`config.mk`:
```
export PLATFORM = sky130hd
export DESIGN_NAME = audio_compressor_envelope_fsm_unit
export DESIGN_NICKNAME = d
export VERILOG_FILES = /design/src/design/acef_pkg.sv /design/src/design/acef_ctrl.sv /design/src/design/acef_datapath.sv /design/src/design/audio_compressor_envelope_fsm_unit.sv
export SDC_FILE = /design/constraint.sdc
export NUM_CORES = 2
export LEC_CHECK = 0
export ABC_AREA = 0
export BUFFER_PORTS_ARGS = -buffer_cell sky130_fd_sc_hd__clkbuf_2
export CAP_MARGIN = 20
export CORE_MARGIN = 1
export CORE_UTILIZATION = 59
export CTS_BUF_LIST = sky130_fd_sc_hd__clkbuf_16
export DETAILED_ROUTE_END_ITERATION = 8
export GPL_ROUTABILITY_DRIVEN = 0
export MAX_ROUTING_LAYER = met4
export PLACE_DENSITY = 0.76
export SYNTH_ARGS = -nofsm -noshare
export SYNTH_HDL_FRONTEND = slang
export SYNTH_HIERARCHICAL = 1
export SYNTH_SLANG_ARGS = --single-unit
```
`constraint.sdc`:
```
create_clock -name clk_i -period 9.7 [get_ports clk_i]
set_input_delay 0.485 -clock clk_i [delete_from_list [all_inputs] [get_ports clk_i]]
set_output_delay 0.485 -clock clk_i [all_outputs]
set_load 0.05 [all_outputs]
```
`src/design/acef_pkg.sv`:
```
// shared types and constants of the compressor envelope block
package acef_pkg;

  localparam int unsigned RATIO_W  = 16;
  localparam int unsigned LEN_W    = 20;
  localparam int unsigned STEP_W   = 24;
  localparam int unsigned RAMP_W   = 25;
  localparam int unsigned MODE_W   = 3;
  localparam int unsigned CFG_IDX_W = 3;

  localparam logic [RAMP_W-1:0] ONE_Q24 = 25'h100_0000;

  localparam logic [CFG_IDX_W-1:0] CfgThreshold    = 3'd0;
  localparam logic [CFG_IDX_W-1:0] CfgInverseRatio = 3'd1;
  localparam logic [CFG_IDX_W-1:0] CfgAttackLength = 3'd2;
  localparam logic [CFG_IDX_W-1:0] CfgKneeLength   = 3'd3;
  localparam logic [CFG_IDX_W-1:0] CfgReleaseLength = 3'd4;
  localparam logic [CFG_IDX_W-1:0] CfgKneeStep     = 3'd5;
  localparam logic [CFG_IDX_W-1:0] CfgReleaseStep  = 3'd6;

  localparam logic [RATIO_W-1:0] RstInverseRatio  = 16'd10923;
  localparam logic [LEN_W-1:0]   RstAttackLength  = 20'd2205;
  localparam logic [LEN_W-1:0]   RstKneeLength    = 20'd22050;
  localparam logic [LEN_W-1:0]   RstReleaseLength = 20'd8820;
  localparam logic [STEP_W-1:0]  RstKneeStep      = 24'd761;
  localparam logic [STEP_W-1:0]  RstReleaseStep   = 24'd1902;
  localparam int                 RstThreshold     = 800;

  typedef enum logic [MODE_W-1:0] {
    ModeBypass  = 3'd0,
    ModeAttack  = 3'd1,
    ModeKnee    = 3'd2,
    ModeActive  = 3'd3,
    ModeRelease = 3'd4
  } mode_e;

  typedef enum logic [1:0] {
    CtrlIdle,
    CtrlBase,
    CtrlRed,
    CtrlDone
  } ctrl_state_e;

  typedef enum logic [1:0] {
    MulRamp,
    MulBase,
    MulRed
  } mul_sel_e;

  typedef enum logic [1:0] {
    RampKnee,
    RampRelease,
    RampFull
  } ramp_kind_e;

  typedef struct packed {
    logic     capture;
    logic     mul_en;
    mul_sel_e mul_sel;
    logic     load_ramp;
    logic     load_out;
  } cmd_t;

endpackage

```
`src/design/acef_ctrl.sv`:
```
// sequencing controller: handshakes and multiplier schedule
module acef_ctrl (
  input  logic          clk_i,
  input  logic          rst_ni,
  input  logic          in_valid_i,
  output logic          in_stall_o,
  output logic          out_valid_o,
  input  logic          out_stall_i,
  output acef_pkg::cmd_t cmd_o
);

  acef_pkg::ctrl_state_e state_q, state_d;
  logic out_valid_q, out_valid_d;
  logic out_free;

  assign out_free = !out_valid_q || !out_stall_i;

  always_ff @(posedge clk_i or negedge rst_ni) begin
    if (!rst_ni) begin
      state_q     <= acef_pkg::CtrlIdle;
      out_valid_q <= 1'b0;
    end else begin
      state_q     <= state_d;
      out_valid_q <= out_valid_d;
    end
  end

  always_comb begin
    state_d = state_q;
    case (state_q)
      acef_pkg::CtrlIdle: begin
        if (in_valid_i) state_d = acef_pkg::CtrlBase;
      end
      acef_pkg::CtrlBase: state_d = acef_pkg::CtrlRed;
      acef_pkg::CtrlRed:  state_d = acef_pkg::CtrlDone;
      acef_pkg::CtrlDone: begin
        if (out_free) state_d = acef_pkg::CtrlIdle;
      end
      default: state_d = acef_pkg::CtrlIdle;
    endcase
  end

  always_comb begin
    cmd_o.capture   = 1'b0;
    cmd_o.mul_en    = 1'b0;
    cmd_o.mul_sel   = acef_pkg::MulRamp;
    cmd_o.load_ramp = 1'b0;
    cmd_o.load_out  = 1'b0;
    in_stall_o      = 1'b1;
    case (state_q)
      acef_pkg::CtrlIdle: begin
        in_stall_o    = 1'b0;
        cmd_o.capture = in_valid_i;
        cmd_o.mul_en  = in_valid_i;
      end
      acef_pkg::CtrlBase: begin
        cmd_o.mul_en    = 1'b1;
        cmd_o.mul_sel   = acef_pkg::MulBase;
        cmd_o.load_ramp = 1'b1;
      end
      acef_pkg::CtrlRed: begin
        cmd_o.mul_en  = 1'b1;
        cmd_o.mul_sel = acef_pkg::MulRed;
      end
      acef_pkg::CtrlDone: begin
        cmd_o.load_out = out_free;
      end
      default: begin
        in_stall_o = 1'b1;
      end
    endcase
  end

  always_comb begin
    if (cmd_o.load_out) begin
      out_valid_d = 1'b1;
    end else if (!out_stall_i) begin
      out_valid_d = 1'b0;
    end else begin
      out_valid_d = out_valid_q;
    end
  end

  assign out_valid_o = out_valid_q;

endmodule

```
`src/design/acef_datapath.sv`:
```
// envelope state, configuration registers and shared multiplier datapath
module acef_datapath #(
  parameter int unsigned SAMPLE_BITS = 16,
  parameter int unsigned COUNT_BITS  = 21,
  parameter int unsigned CFG_W       = 24
) (
  input  logic                              clk_i,
  input  logic                              rst_ni,
  input  logic                              cfg_we_i,
  input  logic [acef_pkg::CFG_IDX_W-1:0]    cfg_index_i,
  input  logic [CFG_W-1:0]                  cfg_wdata_i,
  input  acef_pkg::cmd_t                    cmd_i,
  input  logic signed [SAMPLE_BITS-1:0]     in_left_i,
  input  logic signed [SAMPLE_BITS-1:0]     in_right_i,
  output logic signed [SAMPLE_BITS-1:0]     out_left_o,
  output logic signed [SAMPLE_BITS-1:0]     out_right_o,
  output logic [acef_pkg::MODE_W-1:0]       mode_now_o
);

  localparam int unsigned DIFF_W = SAMPLE_BITS + 1;
  localparam int unsigned MA_W   = (COUNT_BITS > DIFF_W) ? COUNT_BITS : DIFF_W;
  localparam int unsigned PROD_W = MA_W + acef_pkg::RAMP_W;
  localparam int unsigned CMP_W  = (COUNT_BITS > acef_pkg::LEN_W) ? COUNT_BITS
                                                                  : acef_pkg::LEN_W;

  // configuration
  logic [SAMPLE_BITS-1:0]          thr_q;
  logic [acef_pkg::RATIO_W-1:0]    inv_q;
  logic [acef_pkg::LEN_W-1:0]      atk_len_q, knee_len_q, rel_len_q;
  logic [acef_pkg::STEP_W-1:0]     knee_step_q, rel_step_q;

  always_ff @(posedge clk_i or negedge rst_ni) begin
    if (!rst_ni) begin
      thr_q       <= SAMPLE_BITS'(acef_pkg::RstThreshold);
      inv_q       <= acef_pkg::RstInverseRatio;
      atk_len_q   <= acef_pkg::RstAttackLength;
      knee_len_q  <= acef_pkg::RstKneeLength;
      rel_len_q   <= acef_pkg::RstReleaseLength;
      knee_step_q <= acef_pkg::RstKneeStep;
      rel_step_q  <= acef_pkg::RstReleaseStep;
    end else if (cfg_we_i) begin
      case (cfg_index_i)
        acef_pkg::CfgThreshold:     thr_q       <= cfg_wdata_i[SAMPLE_BITS-1:0];
        acef_pkg::CfgInverseRatio:  inv_q       <= cfg_wdata_i[acef_pkg::RATIO_W-1:0];
        acef_pkg::CfgAttackLength:  atk_len_q   <= cfg_wdata_i[acef_pkg::LEN_W-1:0];
        acef_pkg::CfgKneeLength:    knee_len_q  <= cfg_wdata_i[acef_pkg::LEN_W-1:0];
        acef_pkg::CfgReleaseLength: rel_len_q   <= cfg_wdata_i[acef_pkg::LEN_W-1:0];
        acef_pkg::CfgKneeStep:      knee_step_q <= cfg_wdata_i[acef_pkg::STEP_W-1:0];
        acef_pkg::CfgReleaseStep:   rel_step_q  <= cfg_wdata_i[acef_pkg::STEP_W-1:0];
        default: ;
      endcase
    end
  end

  // envelope mode and phase counter
  acef_pkg::mode_e           mode_q, mode_d;
  logic [COUNT_BITS-1:0]     count_q, count_d, count_base;
  logic                      above, below;
  logic                      apply_d, apply_q;
  acef_pkg::ramp_kind_e      ramp_kind_d, ramp_kind_q;

  assign above = $signed(in_left_i) > $signed(thr_q);
  assign below = $signed(in_left_i) < $signed(thr_q);

  always_comb begin
    mode_d = mode_q;
    case (mode_q)
      acef_pkg::ModeAttack: begin
        if (CMP_W'(count_q) > CMP_W'(atk_len_q)) mode_d = acef_pkg::ModeKnee;
      end
      acef_pkg::ModeKnee: begin
        if (CMP_W'(count_q) > CMP_W'(knee_len_q)) mode_d = acef_pkg::ModeActive;
      end
      acef_pkg::ModeActive: begin
        if (below) mode_d = acef_pkg::ModeRelease;
      end
      acef_pkg::ModeRelease: begin
        if (CMP_W'(count_q) > CMP_W'(rel_len_q)) mode_d = acef_pkg::ModeBypass;
      end
      default: begin
        mode_d = above ? acef_pkg::ModeAttack : acef_pkg::ModeBypass;
      end
    endcase
  end

  always_comb begin
    apply_d     = 1'b0;
    ramp_kind_d = acef_pkg::RampFull;
    case (mode_q)
      acef_pkg::ModeKnee: begin
        apply_d     = above;
        ramp_kind_d = acef_pkg::RampKnee;
      end
      acef_pkg::ModeActive: begin
        apply_d = !below;
      end
      acef_pkg::ModeRelease: begin
        apply_d     = above;
        ramp_kind_d = acef_pkg::RampRelease;
      end
      default: begin
        apply_d = 1'b0;
      end
    endcase
  end

  always_comb begin
    count_base = (mode_d != mode_q) ? '0 : count_q;
    count_d    = (&count_base) ? count_base : count_base + COUNT_BITS'(1);
  end

  // captured transaction
  logic signed [SAMPLE_BITS-1:0] left_q, right_q;
  logic [DIFF_W-1:0]             diff_q;

  always_ff @(posedge clk_i or negedge rst_ni) begin
    if (!rst_ni) begin
      mode_q  <= acef_pkg::ModeBypass;
      count_q <= '0;
    end else if (cmd_i.capture) begin
      mode_q  <= mode_d;
      count_q <= count_d;
    end
  end

  always_ff @(posedge clk_i) begin
    if (cmd_i.capture) begin
      left_q      <= in_left_i;
      right_q     <= in_right_i;
      diff_q      <= {in_left_i[SAMPLE_BITS-1], in_left_i} - {thr_q[SAMPLE_BITS-1], thr_q};
      apply_q     <= apply_d;
      ramp_kind_q <= ramp_kind_d;
    end
  end

  // shared multiplier
  logic [MA_W-1:0]             mul_a;
  logic [acef_pkg::RAMP_W-1:0] mul_b;
  logic [PROD_W-1:0]           prod_q;
  logic [acef_pkg::RAMP_W-1:0] ramp_sat, ramp_d, ramp_q;

  always_comb begin
    case (cmd_i.mul_sel)
      acef_pkg::MulBase: begin
        mul_a = MA_W'(diff_q);
        mul_b = acef_pkg::RAMP_W'(inv_q);
      end
      acef_pkg::MulRed: begin
        mul_a = MA_W'(prod_q[acef_pkg::RATIO_W +: DIFF_W]);
        mul_b = ramp_q;
      end
      default: begin
        mul_a = MA_W'(count_q);
        mul_b = (mode_q == acef_pkg::ModeKnee) ? acef_pkg::RAMP_W'(knee_step_q)
                                               : acef_pkg::RAMP_W'(rel_step_q);
      end
    endcase
  end

  always_ff @(posedge clk_i) begin
    if (cmd_i.mul_en) begin
      prod_q <= PROD_W'(mul_a) * PROD_W'(mul_b);
    end
  end

  always_comb begin
    ramp_sat = (prod_q > PROD_W'(acef_pkg::ONE_Q24)) ? acef_pkg::ONE_Q24
                                                     : prod_q[acef_pkg::RAMP_W-1:0];
    case (ramp_kind_q)
      acef_pkg::RampKnee:    ramp_d = ramp_sat;
      acef_pkg::RampRelease: ramp_d = acef_pkg::ONE_Q24 - ramp_sat;
      default:               ramp_d = acef_pkg::ONE_Q24;
    endcase
  end

  always_ff @(posedge clk_i) begin
    if (cmd_i.load_ramp) begin
      ramp_q <= ramp_d;
    end
  end

  // output register
  logic [DIFF_W-1:0]             red;
  logic signed [SAMPLE_BITS-1:0] comp_left;
  logic signed [SAMPLE_BITS-1:0] out_left_q, out_right_q;
  logic [acef_pkg::MODE_W-1:0]   mode_now_q;

  assign red       = prod_q[acef_pkg::STEP_W +: DIFF_W];
  assign comp_left = left_q - red[SAMPLE_BITS-1:0];

  always_ff @(posedge clk_i) begin
    if (cmd_i.load_out) begin
      out_left_q  <= apply_q ? comp_left : left_q;
      out_right_q <= apply_q ? comp_left : right_q;
      mode_now_q  <= mode_q;
    end
  end

  assign out_left_o  = out_left_q;
  assign out_right_o = out_right_q;
  assign mode_now_o  = mode_now_q;

endmodule

```
`src/design/audio_compressor_envelope_fsm_unit.sv`:
```
// top level of the compressor envelope block
//
// one stereo sample pair per input transaction (in_valid_i / in_stall_o),
// one processed pair plus the envelope mode per output transaction
// (out_valid_o / out_stall_i). detection uses the left sample only.
// a transaction passes from acceptance through the base, reduction and
// done states to the result register: one multiplier is shared by the
// ramp, base and reduction products, one product per cycle, and the next
// sample is taken only once the result has been loaded. the result sits
// in an output register; a new sample is accepted while it waits, and the
// block holds before loading the next result until the receiver drops
// out_stall_i. configuration registers are written through cfg_we_i /
// cfg_index_i / cfg_wdata_i; the user must write them only while the
// block is idle, which the block itself does not enforce. unknown indexes
// are ignored. reset puts the envelope in bypass with a cleared phase
// counter and loads the default threshold, ratio, window lengths and steps.
module audio_compressor_envelope_fsm_unit #(
  parameter int unsigned SAMPLE_BITS = 16,
  parameter int unsigned COUNT_BITS  = 21
) (
  input  logic                            clk_i,
  input  logic                            rst_ni,
  input  logic                            cfg_we_i,
  input  logic [acef_pkg::CFG_IDX_W-1:0]  cfg_index_i,
  input  logic [((SAMPLE_BITS > acef_pkg::STEP_W) ? SAMPLE_BITS
                                                  : acef_pkg::STEP_W)-1:0] cfg_wdata_i,
  input  logic                            in_valid_i,
  output logic                            in_stall_o,
  input  logic signed [SAMPLE_BITS-1:0]   in_left_i,
  input  logic signed [SAMPLE_BITS-1:0]   in_right_i,
  output logic                            out_valid_o,
  input  logic                            out_stall_i,
  output logic signed [SAMPLE_BITS-1:0]   out_left_o,
  output logic signed [SAMPLE_BITS-1:0]   out_right_o,
  output logic [acef_pkg::MODE_W-1:0]     mode_now_o
);

  localparam int unsigned CFG_W = (SAMPLE_BITS > acef_pkg::STEP_W) ? SAMPLE_BITS
                                                                   : acef_pkg::STEP_W;

  acef_pkg::cmd_t cmd;

  acef_ctrl u_ctrl (
    .clk_i       (clk_i),
    .rst_ni      (rst_ni),
    .in_valid_i  (in_valid_i),
    .in_stall_o  (in_stall_o),
    .out_valid_o (out_valid_o),
    .out_stall_i (out_stall_i),
    .cmd_o       (cmd)
  );

  acef_datapath #(
    .SAMPLE_BITS (SAMPLE_BITS),
    .COUNT_BITS  (COUNT_BITS),
    .CFG_W       (CFG_W)
  ) u_datapath (
    .clk_i       (clk_i),
    .rst_ni      (rst_ni),
    .cfg_we_i    (cfg_we_i),
    .cfg_index_i (cfg_index_i),
    .cfg_wdata_i (cfg_wdata_i),
    .cmd_i       (cmd),
    .in_left_i   (in_left_i),
    .in_right_i  (in_right_i),
    .out_left_o  (out_left_o),
    .out_right_o (out_right_o),
    .mode_now_o  (mode_now_o)
  );

endmodule

```
# Word-level counts from Yosys, hierarchy flattened
# Index checks and enable logic that the tools add are counted.
# word_totals
input_bits,64
register_bits,325
out_inout_bits,37
wordCells,98
# classes
mul,1
magnitude_cmp,6
mux,28
reduce_logical,18
add_sub_neg,4
eq_ne,20
# ops
cell,count
25-bit one-hot mux with 2 select lines,2
21-bit by 20-bit > comparator with 1-bit output,3
46-bit by 25-bit > comparator with 1-bit output (second input constant),1
21-bit by 25-bit multiplier with 46-bit output,1
21-bit 2-to-1 mux,2
21-bit one-hot mux with 2 select lines,1
16-bit 2-to-1 mux,2
25-bit 2-to-1 mux,1
25-bit subtractor (first input constant),1
24-bit 2-to-1 mux,1
21-bit by 1-bit adder with 21-bit output (second input constant),1
21-bit AND reduction,1
16-bit by 16-bit subtractor with 17-bit output,1
16-bit > comparator,1
16-bit < comparator,1
2-bit AND reduction,8
16-bit subtractor,1
3-bit by 2-bit == test with 1-bit output (second input constant),4
3-bit == test (second input constant),4
3-bit 2-to-1 mux,4
3-bit one-hot mux with 4 select lines,1
2-bit one-hot mux with 2 select lines,2
2-bit one-hot mux with 4 select lines,1
1-bit 2-to-1 mux,7
13 further kinds,25

# Depth between registers and ports, before layout
# logic_depth
ltp_word,7
ltp_mapped,38
mapped_depth_nobuf,33

# Hierarchy
# The synthesis kept the hierarchy.
# modules_own_cells
mod,instances,seq_area_each_um2,area_per_inst_um2,cells_each
acef_datapath,1,8903.5,33103.0,3470
acef_ctrl,1,75.1,260.2,24

# Worst setup path after synthesis
# No wires, ideal clock.
# synth_path
kind,register -> register
start,register u_ctrl.state_q[1]
end,register u_datapath.prod_q[43] (data pin)
setup_time_ns,0.268
period_less_slack_ns,9.432
slack_ns,0.268
arrival_time_ns,9.164
required_ns,9.432
path_buffers,6
path_stages_with_launch,36
cell_sequence,dfrtp_1 -> inv_1 -> ha_1 -> buf_4 -> inv_1 -> ha_1 -> clkbuf_1 -> clkbuf_1 -> clkbuf_1 -> o21a_1 -> clkbuf_1 -> nor2_1 -> fa_1 -> inv_1 -> fa_1 -> fa_1 -> fa_1 -> inv_1 -> fa_1 -> fa_1 -> inv_1 -> fa_1 -> inv_1 -> ha_1 -> clkbuf_1 -> a211oi_1 -> nor2_1 -> o41ai_1 -> o21a_1 -> o31ai_1 -> a21oi_1 -> o21bai_1 -> a221o_1 -> a21o_1 -> o211ai_1 -> a221oi_1
# synth_lines
item,line,rtl
from (decl),acef_ctrl.sv:12,"acef_pkg::ctrl_state_e state_q, state_d;"
from (signal assigned),acef_ctrl.sv:20,state_q <= acef_pkg::CtrlIdle;
from (signal assigned),acef_ctrl.sv:23,state_q <= state_d;
to (signal assigned),acef_datapath.sv:162,prod_q <= PROD_W'(mul_a) * PROD_W'(mul_b);
to (decl),acef_datapath.sv:139,logic [PROD_W-1:0] prod_q;

==> flow_summary_export.csv <==
group,metric,value,unit
placed_design,place_area,35000,um^2
layout,final_cell_mix,"inv_1 (645), fa_1 (436), nand2_1 (431), nor2_1 (351), ha_1 (255)",
critical_path,cp_max_fo,17,
logic_synthesis,yosys.area.top_type_share,26.2,%
logic_synthesis,synth_cells,3494,
logic_synthesis,synth.area.top_cells,"fa_1 (26%), edfxtp_1 (14%), ha_1 (9.6%)",
layout,stdcell_count,4354,
worst_hold_path,hold_path_end,"u_datapath/right_q[5]$_DFFE_PP_",
grt,grt_usage,36.0,%
logic_synthesis,synth_flop_cell,"edfxtp_1",
critical_path,reg2reg_depth,31,
worst_hold_path,hp-start,"in_right_i[5]",
layout,fin_nets,4336,
floorplanning,io_pins,101,
logic_synthesis,ys_seq_area_share,26.9,%
sta,tns,0,ns
critical_path,cp.arrival,9.63,ns
sta,drv_slew,0,
clocking,htreeDepth,2,
floorplanning,start_util,60.1,%
layout,stdcell_area,36200,um^2
detailed_routing,drc,0,
placed_design,port_buffers,100,
sta,min_period_over_period,96.5,%
floorplanning,die_h,240,um
sta,rsz0062_at_grt,"false",
clocking,clk_pin_slew,0.06,ns
layout,drive_gt1_share,11.5,%
clocking,tritoncts,"yes",
clocking,numCtsBuffers,35,
critical_path,cpMaxStageDelayCell,"o21ai_1",
placed_design,dp.cells,4285,
critical_path,startpoint_type,"flop",
detailed_routing,drt_iter0_drc,2706,
sta,maxSlewHeadroom,30.0,%
critical_path,ff2ff_setup_slack,0.34,ns
grt,grt_antenna_before_repair,1,
grt,grt_overflow,0,
run_status,status,"finished clean",
clocking,cts.sinks,325,
critical_path,path_class,"reg2reg",
grt,grt_max_degree,117,
critical_path,crit_buf_inv,7,
critical_path,cp_top_family,"adder cells",
sta,final_hold_viol_count,0,
sta,finalCriticalPeriod,9.36,ns
clocking,cts.path.max_buffers,3,
logic_synthesis,ys_warn_count,6,
detailed_routing,drtAntennaViolNets,0,
sta,fin_worst_skew,0.0199,ns
layout,insertedDiodeCount,0,
logic_synthesis,synth.avg_cell_area,9.55,um^2
floorplanning,dieArea,57500,um^2
placed_design,hpwl,76.1,mm
worst_hold_path,hp-class,"in2reg",
critical_path,critPathLaunch,"u_ctrl/state_q[0]$_DFFE_PN0P_",
critical_path,max_stage_delay,0.63,ns
logic_synthesis,synth_seq_cells,325,
clocking,clkLatencyLatePin,0.54,ns
sta,tightest_slew,1.04,ns
critical_path,cp.required,9.96,ns
critical_path,r2r-end,"u_datapath/prod_q[43]$_DFFE_PP_",
detailed_routing,routed-via-count,25900,
detailed_routing,via_per_inst,5.95,
clocking,cts_root_buf,"clkbuf_16",
detailed_routing,firstDrtPassIters,6,
critical_path,end_kind,"flop",
floorplanning,rows,86,
logic_synthesis,synth-edff-count,158,
sta,fmax,107,MHz
grt,grt_pass1_wl,150,mm
logic_synthesis,synth.largest_area_cell,"fa_1",
layout,final_common_cell,"inv_1",
critical_path,cp_common_cell,"fa_1",
detailed_routing,wl_per_cell,22.2,um
worst_hold_path,whs_path_depth,1,
logic_synthesis,ys_types,81,
critical_path,rr_startpoint,"u_ctrl/state_q[0]$_DFFE_PN0P_",
floorplanning,die_w,240,um
detailed_routing,wl,96.8,mm
floorplanning,core,55500,um^2
logic_synthesis,synthesis.area,33400,um^2
layout,syn_to_final_growth,8.37,%
sta,setup_viol,0,
flow_run,max_cap_violations,0,
grt,grt_pass1_vias,25827,
logic_synthesis,synth_fp_nets,4251,
logic_synthesis,async_flop_share,51.4,%
cell type report:
cell class | instances | area (um^2)
timing repair buffer | 191 | 1250
multi-input combinational | 2386 | 21500
clock buffer | 36 | 901
inverter | 640 | 2400
fill | 4416 | 19400
sequential | 325 | 8980
tap | 748 | 936
clock inverter | 28 | 186
worst max-delay path by stage:
stage,slack (ns),depth (start not counted),endpoint
floorplan,0.27,35,u_datapath/prod_q[43]$_DFFE_PP_
global placement,0.44,31,u_datapath/prod_q[43]$_DFFE_PP_
detailed placement,0.29,31,u_datapath/prod_q[43]$_DFFE_PP_
CTS,0.26,31,u_datapath/prod_q[43]$_DFFE_PP_
global route,0.04,31,u_datapath/prod_q[42]$_DFFE_PP_
finish,0.34,31,u_datapath/prod_q[43]$_DFFE_PP_
flip-flops by register name (all words and copies together), names as in the netlist, 2 cells and up:
register / cells
u_datapath/mode_now_o: 3
u_datapath/thr_q: 16
u_datapath/knee_step_q: 24
u_datapath/rel_step_q: 24
u_datapath/left_q: 16
u_datapath/count_q: 21
u_datapath/inv_q: 16
u_datapath/ramp_q: 25
u_datapath/mode_q: 3
u_datapath/right_q: 16
u_datapath/ramp_kind_q: 2
u_datapath/knee_len_q: 20
u_datapath/rel_len_q: 20
u_datapath/prod_q: 46
u_datapath/atk_len_q: 20
u_ctrl/state_q: 2
u_datapath/out_right_o: 16
u_datapath/out_left_o: 16
u_datapath/diff_q: 17
cell families after synthesis:
family	share of synthesized area, %
xor gates and xnor gates	2.05
and+or+nand+nor	12.8
muxes	4.24
DFF	26.9
buffers and inverters	8.87
AOI/OAI and AO/OA	9.34
adders and majority gates	35.8
synthesized netlist by cell type, drive strengths merged (16+ instances only):
| master | count |
|---|---|
| inv | 640 |
| fa | 436 |
| nand2 | 432 |
| nor2 | 353 |
| ha | 257 |
| o21ai | 171 |
| edfxtp | 158 |
| clkbuf | 126 |
| dfrtp | 123 |
| a21oi | 103 |
| mux2 | 96 |
| a21o | 60 |
| xnor2 | 55 |
| dfstp | 44 |
| nand3 | 36 |
| mux2i | 33 |
| and2 | 23 |
| nor3 | 23 |
| xor2 | 23 |
| nand2b | 22 |
| o21a | 22 |
| nand4 | 21 |
| a221oi | 20 |
| a22oi | 19 |
| buf | 17 |
| nor2b | 16 |
per-stage QoR:
stage / hold WS, ns / setup WS [ns] / util (%)
after CTS: 0.108 / 0.255 / 65.0
final: 0.121 / 0.337 / 65.1
after floorplan: 0.189 / 0.268 / -
after global placement: 0.486 / 0.443 / 63.0
after global routing: 0.105 / 0.0361 / 65.1
after detailed placement: 0.492 / 0.295 / 63.0
what timing repair did:
item                                    CTS  global route
endpoints found under the setup margin    0             9
hold buffers                              0             1
gates resized for setup                   0             6
buffers inserted                          0             1
endpoints found under the hold margin     0            18
metal layers:
metal / part of all wire [%] / wire length [um] / GRT usage [%]
met1: 39 / 38000 / 47.2
met2: 43 / 41800 / 51.9
met3: 11 / 10900 / 8.66
met4: 6.3 / 6090 / 18.6
met5: 0 / 0 / -
Power is left out: the tool's default activity adds up to more than one toggle a clock period on the data nets, which glitch-free logic cannot reach.
